`src/design/scm_pkg.sv`:
```
// Shared types and constants for the stack calculator machine.
// Used by scm_front, scm_back and stack_calculator_machine; no dependencies.
package scm_pkg;

  localparam int FRAC_BITS = 16;

  localparam logic [3:0] CMD_IN   = 4'd0;
  localparam logic [3:0] CMD_PUSH = 4'd1;
  localparam logic [3:0] CMD_DIV  = 4'd2;
  localparam logic [3:0] CMD_SUB  = 4'd3;
  localparam logic [3:0] CMD_OUT  = 4'd4;
  localparam logic [3:0] CMD_ADD  = 4'd5;
  localparam logic [3:0] CMD_MUL  = 4'd6;
  localparam logic [3:0] CMD_HALT = 4'd7;

  typedef enum logic [2:0] {
    ST_OK        = 3'd0,
    ST_UNDERFLOW = 3'd1,
    ST_OVERFLOW  = 3'd2,
    ST_DIV_ZERO  = 3'd3,
    ST_UNKNOWN   = 3'd4
  } status_t;

  typedef enum logic [2:0] {
    K_PUSH,
    K_POP,
    K_ARITH,
    K_HALT,
    K_BAD
  } kind_t;

  typedef enum logic [1:0] {
    ALU_ADD,
    ALU_SUB,
    ALU_MUL,
    ALU_DIV
  } alu_t;

  typedef struct packed {
    kind_t kind;
    alu_t  alu;
  } cmd_class_t;

  typedef enum logic [3:0] {
    S_IDLE,
    S_POPW,
    S_RD_T,
    S_RD_S,
    S_MUL,
    S_DIV,
    S_SAT,
    S_WR,
    S_DONE
  } back_state_t;

  typedef struct packed {
    logic [3:0]         command;
    logic signed [31:0] operand;
  } calc_in_t;

  typedef struct packed {
    logic signed [31:0] out_value;
    logic               out_present;
    status_t            status;
  } calc_out_t;

endpackage

```
`src/design/scm_front.sv`:
```
// Front end: accepts instructions, decodes them and converts the operand.
// Holds a two-entry queue toward scm_back. Depends on scm_pkg.
module scm_front import scm_pkg::*; #(
  parameter int VALUE_WIDTH = 32
) (
  input  logic                   clk,
  input  logic                   rst_n,
  input  logic                   in_valid,
  output logic                   in_ready,
  input  calc_in_t               in_data,
  output logic                   q_valid,
  input  logic                   q_ready,
  output cmd_class_t             q_class,
  output logic [VALUE_WIDTH-1:0] q_value
);

  localparam logic signed [64:0] VMAX65 = (65'sd1 <<< (VALUE_WIDTH - 1)) - 65'sd1;
  localparam logic signed [64:0] VMIN65 = -VMAX65 - 65'sd1;

  cmd_class_t             cls_c;
  logic signed [64:0]     op65;
  logic signed [64:0]     sat65;
  cmd_class_t             cls_r [2];
  logic [VALUE_WIDTH-1:0] val_r [2];
  logic                   wp_r, wp_nxt, rp_r, rp_nxt;
  logic [1:0]             cnt_r, cnt_nxt;
  logic                   push, pop;

  always_comb begin
    cls_c.alu = ALU_ADD;
    case (in_data.command)
      CMD_IN, CMD_PUSH: cls_c.kind = K_PUSH;
      CMD_OUT:          cls_c.kind = K_POP;
      CMD_HALT:         cls_c.kind = K_HALT;
      CMD_ADD: begin
        cls_c.kind = K_ARITH;
        cls_c.alu  = ALU_ADD;
      end
      CMD_SUB: begin
        cls_c.kind = K_ARITH;
        cls_c.alu  = ALU_SUB;
      end
      CMD_MUL: begin
        cls_c.kind = K_ARITH;
        cls_c.alu  = ALU_MUL;
      end
      CMD_DIV: begin
        cls_c.kind = K_ARITH;
        cls_c.alu  = ALU_DIV;
      end
      default:          cls_c.kind = K_BAD;
    endcase
  end

  // Narrow value widths saturate the 32-bit operand; wide ones sign-extend it.
  always_comb begin
    op65 = {{33{in_data.operand[31]}}, in_data.operand};
    if (op65 > VMAX65) begin
      sat65 = VMAX65;
    end else if (op65 < VMIN65) begin
      sat65 = VMIN65;
    end else begin
      sat65 = op65;
    end
  end

  assign in_ready = (cnt_r != 2'd2);
  assign push     = in_valid && in_ready;
  assign q_valid  = (cnt_r != 2'd0);
  assign pop      = q_valid && q_ready;
  assign q_class  = cls_r[rp_r];
  assign q_value  = val_r[rp_r];

  always_comb begin
    wp_nxt  = push ? ~wp_r : wp_r;
    rp_nxt  = pop ? ~rp_r : rp_r;
    cnt_nxt = cnt_r + 2'(push) - 2'(pop);
  end

  always_ff @(posedge clk) begin
    if (!rst_n) begin
      wp_r  <= 1'b0;
      rp_r  <= 1'b0;
      cnt_r <= 2'd0;
    end else begin
      wp_r  <= wp_nxt;
      rp_r  <= rp_nxt;
      cnt_r <= cnt_nxt;
    end
  end

  always_ff @(posedge clk) begin
    if (push) begin
      cls_r[wp_r] <= cls_c;
      val_r[wp_r] <= sat65[VALUE_WIDTH-1:0];
    end
  end

endmodule

```
`src/design/scm_back.sv`:
```
// Back end: operand stack memory, sequencer, shift-add multiplier and
// restoring divider, plus the result register. Depends on scm_pkg.
module scm_back import scm_pkg::*; #(
  parameter int STACK_DEPTH = 16,
  parameter int VALUE_WIDTH = 32
) (
  input  logic                   clk,
  input  logic                   rst_n,
  input  logic                   q_valid,
  output logic                   q_ready,
  input  cmd_class_t             q_class,
  input  logic [VALUE_WIDTH-1:0] q_value,
  output logic                   out_valid,
  input  logic                   out_ready,
  output calc_out_t              out_data
);

  localparam int W  = VALUE_WIDTH;
  localparam int AW = (STACK_DEPTH > 1) ? $clog2(STACK_DEPTH) : 1;
  localparam int CW = $clog2(STACK_DEPTH + 1);
  localparam int NW = W + FRAC_BITS;
  localparam int MW = 2 * W + FRAC_BITS;
  localparam int IW = $clog2(NW);
  localparam logic signed [64:0] I32MAX = 65'sd2147483647;
  localparam logic signed [64:0] I32MIN = -65'sd2147483648;

  logic [W-1:0] mem [STACK_DEPTH];
  logic [W-1:0] rd_data_r;
  logic [AW-1:0] rd_addr, wr_addr;
  logic [W-1:0]  wr_data;
  logic          wr_en;

  back_state_t   state_r, state_nxt;
  logic [CW-1:0] count_r, count_nxt;
  logic [CW-1:0] cm1, cm2;
  alu_t          alu_r, alu_nxt;
  logic          neg_r, neg_nxt;
  logic [W-1:0]  ma_r, ma_nxt, mb_r, mb_nxt, t_r, t_nxt, rem_r, rem_nxt, res_r, res_nxt;
  logic [2*W-1:0] acc_r, acc_nxt;
  logic [NW-1:0] num_r, num_nxt;
  logic [IW-1:0] it_r, it_nxt;
  logic [31:0]   dval_r, dval_nxt;
  logic          dpres_r, dpres_nxt;
  status_t       dstat_r, dstat_nxt;
  logic          out_valid_r, out_valid_nxt;
  calc_out_t     out_data_r, out_data_nxt;

  logic [W:0]    sum_c, sx, tx;
  logic [W:0]    mstep, rem2, diff;
  logic [2*W:0]  acc_sh;
  logic [MW-1:0] mag, lim, msat;
  logic signed [64:0] x65;
  logic [31:0]   pop32;

  function automatic logic [W-1:0] absv(input logic [W-1:0] v);
    absv = v[W-1] ? (W'(0) - v) : v;
  endfunction

  assign cm1 = count_r - CW'(1);
  assign cm2 = count_r - CW'(2);

  always_ff @(posedge clk) begin
    if (wr_en) begin
      mem[wr_addr] <= wr_data;
    end
    rd_data_r <= mem[rd_addr];
  end

  always_comb begin
    x65 = {{(65 - W){rd_data_r[W-1]}}, rd_data_r};
    if (x65 > I32MAX) begin
      pop32 = I32MAX[31:0];
    end else if (x65 < I32MIN) begin
      pop32 = I32MIN[31:0];
    end else begin
      pop32 = x65[31:0];
    end
  end

  always_comb begin
    sx     = {rd_data_r[W-1], rd_data_r};
    tx     = {t_r[W-1], t_r};
    sum_c  = (alu_r == ALU_SUB) ? (sx - tx) : (sx + tx);
    mstep  = {1'b0, acc_r[2*W-1:W]} + (acc_r[0] ? {1'b0, ma_r} : '0);
    acc_sh = {mstep, acc_r[W-1:0]};
    rem2   = {rem_r, num_r[NW-1]};
    diff   = rem2 - {1'b0, mb_r};
    mag    = (alu_r == ALU_MUL) ? MW'(acc_r >> FRAC_BITS) : MW'(num_r);
    lim    = (MW'(1) << (W - 1)) - MW'(!neg_r);
    msat   = (mag > lim) ? lim : mag;
  end

  always_comb begin
    state_nxt     = state_r;
    count_nxt     = count_r;
    alu_nxt       = alu_r;
    neg_nxt       = neg_r;
    ma_nxt        = ma_r;
    mb_nxt        = mb_r;
    t_nxt         = t_r;
    rem_nxt       = rem_r;
    res_nxt       = res_r;
    acc_nxt       = acc_r;
    num_nxt       = num_r;
    it_nxt        = it_r;
    dval_nxt      = dval_r;
    dpres_nxt     = dpres_r;
    dstat_nxt     = dstat_r;
    out_valid_nxt = out_valid_r && !out_ready;
    out_data_nxt  = out_data_r;
    q_ready       = 1'b0;
    rd_addr       = cm1[AW-1:0];
    wr_en         = 1'b0;
    wr_addr       = count_r[AW-1:0];
    wr_data       = q_value;
    case (state_r)
      S_IDLE: begin
        if (q_valid) begin
          q_ready   = 1'b1;
          dval_nxt  = '0;
          dpres_nxt = 1'b0;
          dstat_nxt = ST_OK;
          alu_nxt   = q_class.alu;
          state_nxt = S_DONE;
          case (q_class.kind)
            K_PUSH: begin
              if (count_r == CW'(STACK_DEPTH)) begin
                dstat_nxt = ST_OVERFLOW;
              end else begin
                wr_en     = 1'b1;
                count_nxt = count_r + CW'(1);
              end
            end
            K_POP: begin
              if (count_r == '0) begin
                dstat_nxt = ST_UNDERFLOW;
              end else begin
                state_nxt = S_POPW;
              end
            end
            K_ARITH: begin
              if (count_r < CW'(2)) begin
                dstat_nxt = ST_UNDERFLOW;
              end else begin
                state_nxt = S_RD_T;
              end
            end
            K_HALT:  count_nxt = '0;
            default: dstat_nxt = ST_UNKNOWN;
          endcase
        end
      end
      S_POPW: begin
        dval_nxt  = pop32;
        dpres_nxt = 1'b1;
        count_nxt = cm1;
        state_nxt = S_DONE;
      end
      S_RD_T: begin
        t_nxt     = rd_data_r;
        rd_addr   = cm2[AW-1:0];
        state_nxt = S_RD_S;
      end
      S_RD_S: begin
        neg_nxt = rd_data_r[W-1] ^ t_r[W-1];
        ma_nxt  = absv(rd_data_r);
        mb_nxt  = absv(t_r);
        it_nxt  = '0;
        case (alu_r)
          ALU_ADD, ALU_SUB: begin
            if (sum_c[W] != sum_c[W-1]) begin
              res_nxt = {sum_c[W], {(W - 1){~sum_c[W]}}};
            end else begin
              res_nxt = sum_c[W-1:0];
            end
            state_nxt = S_WR;
          end
          ALU_MUL: begin
            acc_nxt   = {{W{1'b0}}, absv(t_r)};
            state_nxt = S_MUL;
          end
          default: begin
            if (t_r == '0) begin
              dstat_nxt = ST_DIV_ZERO;
              state_nxt = S_DONE;
            end else begin
              rem_nxt   = '0;
              num_nxt   = {absv(rd_data_r), {FRAC_BITS{1'b0}}};
              state_nxt = S_DIV;
            end
          end
        endcase
      end
      S_MUL: begin
        acc_nxt = acc_sh[2*W:1];
        it_nxt  = it_r + IW'(1);
        if (it_r == IW'(W - 1)) begin
          state_nxt = S_SAT;
        end
      end
      S_DIV: begin
        rem_nxt = diff[W] ? rem2[W-1:0] : diff[W-1:0];
        num_nxt = {num_r[NW-2:0], ~diff[W]};
        it_nxt  = it_r + IW'(1);
        if (it_r == IW'(NW - 1)) begin
          state_nxt = S_SAT;
        end
      end
      S_SAT: begin
        res_nxt   = neg_r ? (W'(0) - msat[W-1:0]) : msat[W-1:0];
        state_nxt = S_WR;
      end
      S_WR: begin
        wr_en     = 1'b1;
        wr_addr   = cm2[AW-1:0];
        wr_data   = res_r;
        count_nxt = cm1;
        state_nxt = S_DONE;
      end
      S_DONE: begin
        if (!out_valid_r || out_ready) begin
          out_valid_nxt            = 1'b1;
          out_data_nxt.out_value   = dval_r;
          out_data_nxt.out_present = dpres_r;
          out_data_nxt.status      = dstat_r;
          state_nxt                = S_IDLE;
        end
      end
      default: state_nxt = S_IDLE;
    endcase
  end

  always_ff @(posedge clk) begin
    if (!rst_n) begin
      state_r     <= S_IDLE;
      count_r     <= '0;
      out_valid_r <= 1'b0;
    end else begin
      state_r     <= state_nxt;
      count_r     <= count_nxt;
      out_valid_r <= out_valid_nxt;
    end
  end

  always_ff @(posedge clk) begin
    alu_r      <= alu_nxt;
    neg_r      <= neg_nxt;
    ma_r       <= ma_nxt;
    mb_r       <= mb_nxt;
    t_r        <= t_nxt;
    rem_r      <= rem_nxt;
    res_r      <= res_nxt;
    acc_r      <= acc_nxt;
    num_r      <= num_nxt;
    it_r       <= it_nxt;
    dval_r     <= dval_nxt;
    dpres_r    <= dpres_nxt;
    dstat_r    <= dstat_nxt;
    out_data_r <= out_data_nxt;
  end

  assign out_valid = out_valid_r;
  assign out_data  = out_data_r;

  a_count_bound: assert property (@(posedge clk) disable iff (!rst_n)
    count_r <= CW'(STACK_DEPTH))
    else $error("stack count beyond depth");

  a_present_ok: assert property (@(posedge clk) disable iff (!rst_n)
    out_valid_r && out_data_r.out_present |-> out_data_r.status == ST_OK)
    else $error("value reported with error status");

  a_value_zero: assert property (@(posedge clk) disable iff (!rst_n)
    out_valid_r && !out_data_r.out_present |-> out_data_r.out_value == '0)
    else $error("nonzero value without a popped value");

  a_take_idle: assert property (@(posedge clk) disable iff (!rst_n)
    q_ready |-> state_r == S_IDLE)
    else $error("queue popped while busy");

endmodule

```
`src/design/stack_calculator_machine.sv`:
```
// Top level of the stack calculator machine.
// Instantiates scm_front and scm_back; depends on scm_pkg.
//
// Each input transaction carries one instruction (in/push, out, add, sub,
// mul, div, halt) on signed fixed-point values with 16 fraction bits, and
// each produces exactly one result transaction with a value, a present flag
// and a status. The front end decodes instructions and converts operands
// into a two-entry queue, so new transactions are taken while the back end
// works. The back end runs one instruction at a time. Mul and div iterate in
// one-bit-per-cycle multiplier and divider loops, and out and the arithmetic
// instructions read the stack through the single read port of the stack
// memory, which is read one entry per cycle. The result waits in an output
// register; a failed instruction leaves the stack unchanged.
module stack_calculator_machine import scm_pkg::*; #(
  parameter int STACK_DEPTH = 16,
  parameter int VALUE_WIDTH = 32
) (
  input  logic      clk,
  input  logic      rst_n,
  input  logic      in_valid,
  output logic      in_ready,
  input  calc_in_t  in_data,
  output logic      out_valid,
  input  logic      out_ready,
  output calc_out_t out_data
);

  // Decoded instruction queue between the two halves.
  logic                   q_valid;
  logic                   q_ready;
  cmd_class_t             q_class;
  logic [VALUE_WIDTH-1:0] q_value;

  scm_front #(
    .VALUE_WIDTH(VALUE_WIDTH)
  ) u_front (
    .clk      (clk),
    .rst_n    (rst_n),
    .in_valid (in_valid),
    .in_ready (in_ready),
    .in_data  (in_data),
    .q_valid  (q_valid),
    .q_ready  (q_ready),
    .q_class  (q_class),
    .q_value  (q_value)
  );

  scm_back #(
    .STACK_DEPTH(STACK_DEPTH),
    .VALUE_WIDTH(VALUE_WIDTH)
  ) u_back (
    .clk       (clk),
    .rst_n     (rst_n),
    .q_valid   (q_valid),
    .q_ready   (q_ready),
    .q_class   (q_class),
    .q_value   (q_value),
    .out_valid (out_valid),
    .out_ready (out_ready),
    .out_data  (out_data)
  );

endmodule

```
`config.mk`:
```
export PLATFORM = sky130hd
export DESIGN_NAME = stack_calculator_machine
export DESIGN_NICKNAME = d
export VERILOG_FILES = /design/src/design/scm_pkg.sv /design/src/design/scm_front.sv /design/src/design/scm_back.sv /design/src/design/stack_calculator_machine.sv
export SDC_FILE = /design/constraint.sdc
export NUM_CORES = 2
export LEC_CHECK = 0
export ABC_AREA = 1
export BUFFER_PORTS_ARGS = -buffer_cell sky130_fd_sc_hd__buf_2
export CAP_MARGIN = 5
export CORE_ASPECT_RATIO = 0.75
export CORE_MARGIN = 2
export CORE_UTILIZATION = 57
export CTS_CLUSTER_DIAMETER = 30
export DETAILED_ROUTE_END_ITERATION = 6
export PLACE_DENSITY = 0.76
export SLEW_MARGIN = 20
export SYNTH_ARGS = -nofsm -noshare
export SYNTH_HDL_FRONTEND = slang
export SYNTH_SLANG_ARGS = --single-unit
```
`constraint.sdc`:
```
create_clock -name clk -period 8.8 [get_ports clk]
set_input_delay 0.44 -clock clk [delete_from_list [all_inputs] [get_ports clk]]
set_output_delay 0.44 -clock clk [all_outputs]
set_load 0.01 [all_outputs]
```
# == Word level (Yosys, flattened, before mapping) ==
# Memories as Yosys holds them, arrays and structs flattened. A register that Yosys moved wholly into a read port is not among the register bits.
# Index checks and enable logic that the tools add are counted.
# totals
register_bits,367
ramBits,586
in_bits,40
output_inout_bits,38
wordCells,193
memories,3
# mem_list
memory,depth,word_bits,rd,rd_clocked_by_memory_dff,wr,line_no,source
u_back.mem,16,32,1,1,1,scm_back.sv:27,logic [W-1:0] mem [STACK_DEPTH];
u_front.val_r,2,32,1,1,1,scm_front.sv:24,logic [VALUE_WIDTH-1:0] val_r [2];
u_front.cls_r,2,5,1,1,1,scm_front.sv:23,cmd_class_t cls_r [2];
# op_classes
addsub,14
order_cmp,6
n_eq_ne,36
mux,71
bitwise,5
n_reduce_logical,36
# op_table
operator,count
32-bit two-way mux,16
32-bit case mux with 2 select lines,3
48-bit two-way mux,3
64-bit case mux with 2 select lines,1
48-bit case mux with 2 select lines,1
1-bit by 32-bit subtractor with 32-bit output (first input constant),3
48-bit by 80-bit greater-than comparator with 1-bit output,1
32-bit greater-than comparator (second input constant),2
32-bit less-than comparator (second input constant),2
64-bit two-way mux,1
4-bit two-way mux,9
32-bit by 32-bit adder with 33-bit output,1
32-bit by 33-bit adder with 33-bit output,1
33-bit two-way mux,1
32-bit by 1-bit subtractor with 33-bit output (first input constant),1
32-bit by 32-bit subtractor with 33-bit output,1
33-bit by 32-bit subtractor with 33-bit output,1
4-bit by 3-bit equality test with 1-bit output (second input constant),8
32-bit logical NOT,1
4-bit case mux with 8 select lines,1
3-bit case mux with 4 select lines,2
5-bit case mux with 2 select lines,2
1-bit two-way mux,18
4-bit by 2-bit equality test with 1-bit output (second input constant),4
other kinds (44),84

# == Logic depth before layout (Yosys ltp) ==
# depth
word_depth,7
depth_mapped,33

# == Modules after synthesis ==
# From an unflattened synthesis, not the netlist that was laid out.
# unflattened
hier_cells,4728
hier_area_um2,47911.0
# modules_own_cells
mod,n_inst,cells_per_inst,area_per_inst_um2
scm_back,1,4534,44680.4
scm_front,1,194,3230.6

# == Worst setup path before layout ==
# OpenSTA, ideal clock, no wires.
# synth_path
path_kind,register to register
from,register u_back.state_r[3]
to,"register u_back.acc_r[0], enable pin"
setup_time_ns,0.574
arrival_time_ns,8.571
required_time_ns,8.226
slack_ns,-0.345
stages_incl_launch_ff,6
n_path_buf,0
period_less_slack_ns,9.145
path_cell_list,dfxtp_1 -> nor2_1 -> inv_1 -> nor2_1 -> inv_1 -> o21ai_0
# synth_via
elab_chain_len,3
# synth_rtl
element,line_no,source
from (decl),scm_back.sv:33,"back_state_t state_r, state_nxt;"
from (signal assigned),scm_back.sv:239,state_r <= state_nxt;
4-bit by 2-bit equality test with 1-bit output / 4-bit by 3-bit equality test with 1-bit output (equally long branches),scm_back.sv:116,case (state_r)
2-bit by 1-bit inequality test with 1-bit output (no line) / 2-bit nonzero test (equally long branches),n/a,
2-bit AND reduction (no line) (*),n/a,
to (signal assigned),scm_back.sv:253,acc_r <= acc_nxt;
to (decl),scm_back.sv:39,"logic [2*W-1:0] acc_r, acc_nxt;"
# Every way passes the cells marked *; elsewhere a longest branch is shown, timed or not.
# A chain may end at the register's enable or synchronous reset.

# == Worst setup path after layout ==
# layout_path
from,register u_back.t_r[1]
to,"register u_back.res_r[22], data pin"
# layout_via
elab_chain_len,6
# layout_rtl
element,line_no,source
from (decl),scm_back.sv:38,"logic [W-1:0] ma_r, ma_nxt, mb_r, mb_nxt, t_r, t_nxt, rem_r, rem_nxt, res_r, res_nxt;"
from (signal assigned),scm_back.sv:250,t_r <= t_nxt;
32-bit by 32-bit adder with 33-bit output / 32-bit by 32-bit subtractor with 33-bit output (equally long branches),scm_back.sv:83,sum_c = (alu_r == ALU_SUB) ? (sx - tx) : (sx + tx);
33-bit two-way mux (*),scm_back.sv:83,
1-bit inequality test / 1-bit NOT (equally long branches),"scm_back.sv:171, scm_back.sv:172",
32-bit two-way mux (*),scm_back.sv:171,if (sum_c[W] != sum_c[W-1]) begin
32-bit two-way mux (*),scm_back.sv:169,case (alu_r)
32-bit case mux with 2 select lines (*),scm_back.sv:116,
net u_back.res_nxt[22],scm_back.sv:38,
to (signal assigned),scm_back.sv:252,res_r <= res_nxt;
to (decl),scm_back.sv:38,
# Mark *: on every way through the listed nets, which the timed path passes. The rest lies on a longest branch. The select of a mux whose other input is x is not followed.

==> reports/summary.txt <==
Outcome -> finished, violations left
Failing checks -> design-rule violations
DR iter-0 viols -> 5435
GPL Wtd Cong -> 1.04
Mean post-synth cell area -> 10.1 µm²
Height of the die -> 254 µm
Met1 Routed Length -> 58400 µm
VDD IR max -> 0.311 mV
Min Hold Slack -> 47.9 ps
RSZ-0062 raised after global routing -> false
Post-synth EDFFs -> 939
Slew @ Worst Pin -> 1160 ps
CTS clk-pin slew, worst paths -> 60 ps
Slowest cell on crit path -> edfxtp_1
Slew Limit Fails -> 0
Leak -> 21.2 nW
Die Area -> 85700 µm²
CTS H-tree depth -> 4
Arrival @ worst endpoint -> 6000 ps
Total power -> 20.1 mW
Die Width -> 337 µm
Top Metal Used -> met5
Routed Antenna Nets -> 0
Total track usage -> 32.3%
Layout cells sized above 1 -> 10.4%
Final Setup Violations -> 0
Total number of vias -> 36400
Final clock skew -> 28.4 ps
Top_reg_cell synth -> edfxtp_1
Core ar. -> 82400 µm²
Maxcap violations -> 0
Fillers -> 6189
Post-CTS sizing -> 0
F_max -> 181 MHz
I/O Pins -> 78
Aggregate global routing overflow -> 0
Asr flop ratio synth -> 0%
Total CTS buffers -> 145
Total clock sinks -> 986
Starting density of the core -> 57.6%
Worst skew pair latency -> 740 ps
Startpoint Class -> register
WL met3 -> 19500 µm
CTS tree -> done
Largest net degree at the start of global routing -> 106
Post-Route WL -> 139000 µm
Number of global-route vias before repair -> 34000
Critical Path End Type -> register
Area delta synth->final -> 15.0%
Vias/cell -> 6.02
# rows -> 91
Final Hold Vio Count -> 0
Crit path time final -> 5530 ps
Syn nets -> 4866
PortBufs -> 77
Sequential area share after synthesis -> 61.3%
Final period utilization -> 62.8%
Most used cell, CP -> nand2_1
Cell variety after synth -> 54
Critical path data required time -> 9280 ps
Max-slew headroom -> 22.1%
Final #Nets -> 4988
Post-Syn Instances -> 4683
DRC -> 2
YS warnings -> 0
Clock Root Buffer -> clkbuf_16
Synthesized flop and latch total -> 986
Setup TNS -> 0 ps
DR WL/cell -> 22.9 µm
Critical setup path kind -> reg2reg
Crit-path max cell delay -> 440 ps
Post-detail-place hpwl -> 88200 µm
DRT Pass-1 Iters -> 7
Area of the mapped netlist -> 47500 µm²
Met2 wire length -> 57200 µm
CP max FO -> 18
Initial antenna violation count -> 11
First-pass GRT wire length -> 206000 µm
Hold Crit Class -> in2reg
Clock Path Buffers -> 3
PwrDens -> 367 nW/µm²
Fin cells -> 6044
Placed cells -> 5739
[registers in the layout (all words and copies together) (netlist names), named ones only]
signal,flops
u_back.acc_r,64
u_back.state_r,4
u_back.neg_r,1
u_back.rem_r,32
u_back.res_r,32
u_back.alu_r,2
u_back.out_data,36
u_back.dval_r,32
u_front.val_r,64
u_back.ma_r,32
u_back.it_r,6
u_back.mem,512
u_back.dpres_r,1
u_back.out_valid,1
u_front.cls_r,10
u_back.count_r,5
u_back.num_r,48
u_front.wp_r,1
u_back.mb_r,32
u_back.rd_data_r,32
u_front.cnt_r,2
u_front.rp_r,1
u_back.dstat_r,3
u_back.t_r,32
[worst paths after layout]
path                                   start                            end  slack (ps)  cells past startpoint
min                              in_data[34]  u_front.cls_r[1][0]$_DFFE_PP_          50                      2
min reg2reg  u_back.dval_r[16]$_SDFFCE_PN0P_  u_back.out_data[20]$_DFFE_PP_         420                      0
max reg2reg          u_back.t_r[1]$_DFFE_PP_     u_back.res_r[22]$_DFFE_PP_        3270                     31
max                  u_back.t_r[1]$_DFFE_PP_     u_back.res_r[22]$_DFFE_PP_        3270                     31
[cell usage after synthesis (3+ instances only)]
| cell type | n | share of area (%) |
|---|---|---|
| o21ai_0 | 559 | 5.9 |
| o21bai_1 | 4 | 0.063 |
| o211ai_1 | 74 | 1.2 |
| inv_1 | 413 | 3.3 |
| a211oi_1 | 10 | 0.16 |
| nand3_2 | 4 | 0.084 |
| buf_1 | 10 | 0.079 |
| inv_2 | 3 | 0.024 |
| nand3_1 | 106 | 1.1 |
| nor3b_1 | 3 | 0.047 |
| nor2_2 | 11 | 0.14 |
| and2_1 | 3 | 0.039 |
| o21ai_1 | 19 | 0.20 |
| nand4_1 | 33 | 0.43 |
| a21oi_1 | 194 | 2.0 |
| nand2_1 | 901 | 7.1 |
| fa_1 | 3 | 0.13 |
| buf_2 | 10 | 0.11 |
| nor3_1 | 31 | 0.33 |
| or2_2 | 6 | 0.079 |
| o221ai_1 | 67 | 1.2 |
| xor2_1 | 71 | 1.3 |
| o21a_1 | 15 | 0.24 |
| edfxtp_1 | 939 | 59 |
| nor4_1 | 10 | 0.13 |
| buf_6 | 4 | 0.095 |
| xnor2_1 | 41 | 0.76 |
| clkinv_1 | 5 | 0.039 |
| dfxtp_1 | 47 | 2.0 |
| a21boi_0 | 9 | 0.14 |
| a221oi_1 | 5 | 0.092 |
| ha_1 | 140 | 3.7 |
| clkbuf_1 | 203 | 1.6 |
| a31oi_1 | 26 | 0.34 |
| o22ai_1 | 66 | 0.87 |
| nor2_4 | 5 | 0.12 |
| a21o_1 | 10 | 0.16 |
| nand3b_1 | 6 | 0.095 |
| nor2_1 | 570 | 4.5 |
| o31ai_1 | 7 | 0.11 |
| nand2_2 | 22 | 0.29 |
[repair_timing]
| action | CTS | global route |
|---|---|---|
| buffers inserted | 0 | 0 |
| hold buffers | 34 | 0 |
| setup endpoints to repair | 0 | 0 |
| hold endpoints to repair | 67 | 0 |
[stage by stage]
stage                     worst slack (ps)  util, %  instance area, µm²
final                                 3270     66.3               54700
after global routing                  2680     66.3               54700
after global placement                3590     59.9               49300
after detailed placement              3480     59.9               49300
after CTS                             3420     66.3               54600
after floorplan                        604        -               47500
[kinds of logic (layout without fill, tap and decap cells)]
family	count (synthesis)	in the layout	share of synthesized area (%)
AOI/OAI and AO/OA	1073	1073	12.9
xor gates and xnor gates	112	112	2.06
adders and majority gates	143	143	3.81
buffers and inverters	649	891	5.22
DFF	986	986	61.3
muxes	3	3	0.0685
other	0	3	0
and+or+nand+nor	1717	1717	14.6
[layer usage]
layer	global-route usage, %	vias to the layer above
li1	-	16600
met1	48.9	17200
met2	44.6	2257
met3	9.87	267
met4	9.84	8
met5	0	-
[layout by cell type, fill, tap and decap left out, types with 91 or more instances in the layout]
master       n
clkbuf_16  146
inv_1      411
nand3_1    106
nor2_1     547
a21oi_1    192
buf_4       91
nand2_1    899
edfxtp_1   939
ha_1       140
o21ai_0    553
[layout make-up]
cell class              count  area, µm²  share of cell area, %
inverters                 421       1590                   2.90
repair buffers            203       1430                   2.61
diodes                      3       7.51                 0.0137
flip-flops and latches    986      29100                   53.3
multi-input cells        3048      16200                   29.6
well taps                1116       1400                   2.55
clock inverters           108       1240                   2.27
clock buffers             159       3700                   6.77
[worst max-delay path, delay by kind of cell (launching register included)]
kind	cells	cell delay, ps
buffers and inverters	2	230
and+or+nand+nor	25	3510
DFF	1	440
AOI/OAI and AO/OA	2	430
adders and majority gates	2	630
[power by group]
group / switching, mW / internal, mW / leakage, nW
Sequential: 0.295 / 6.15 / 8.84
Combinational: 5.68 / 2.08 / 9.93
Clock: 2.25 / 3.60 / 2.40
(Power assumes the default switching activity.)
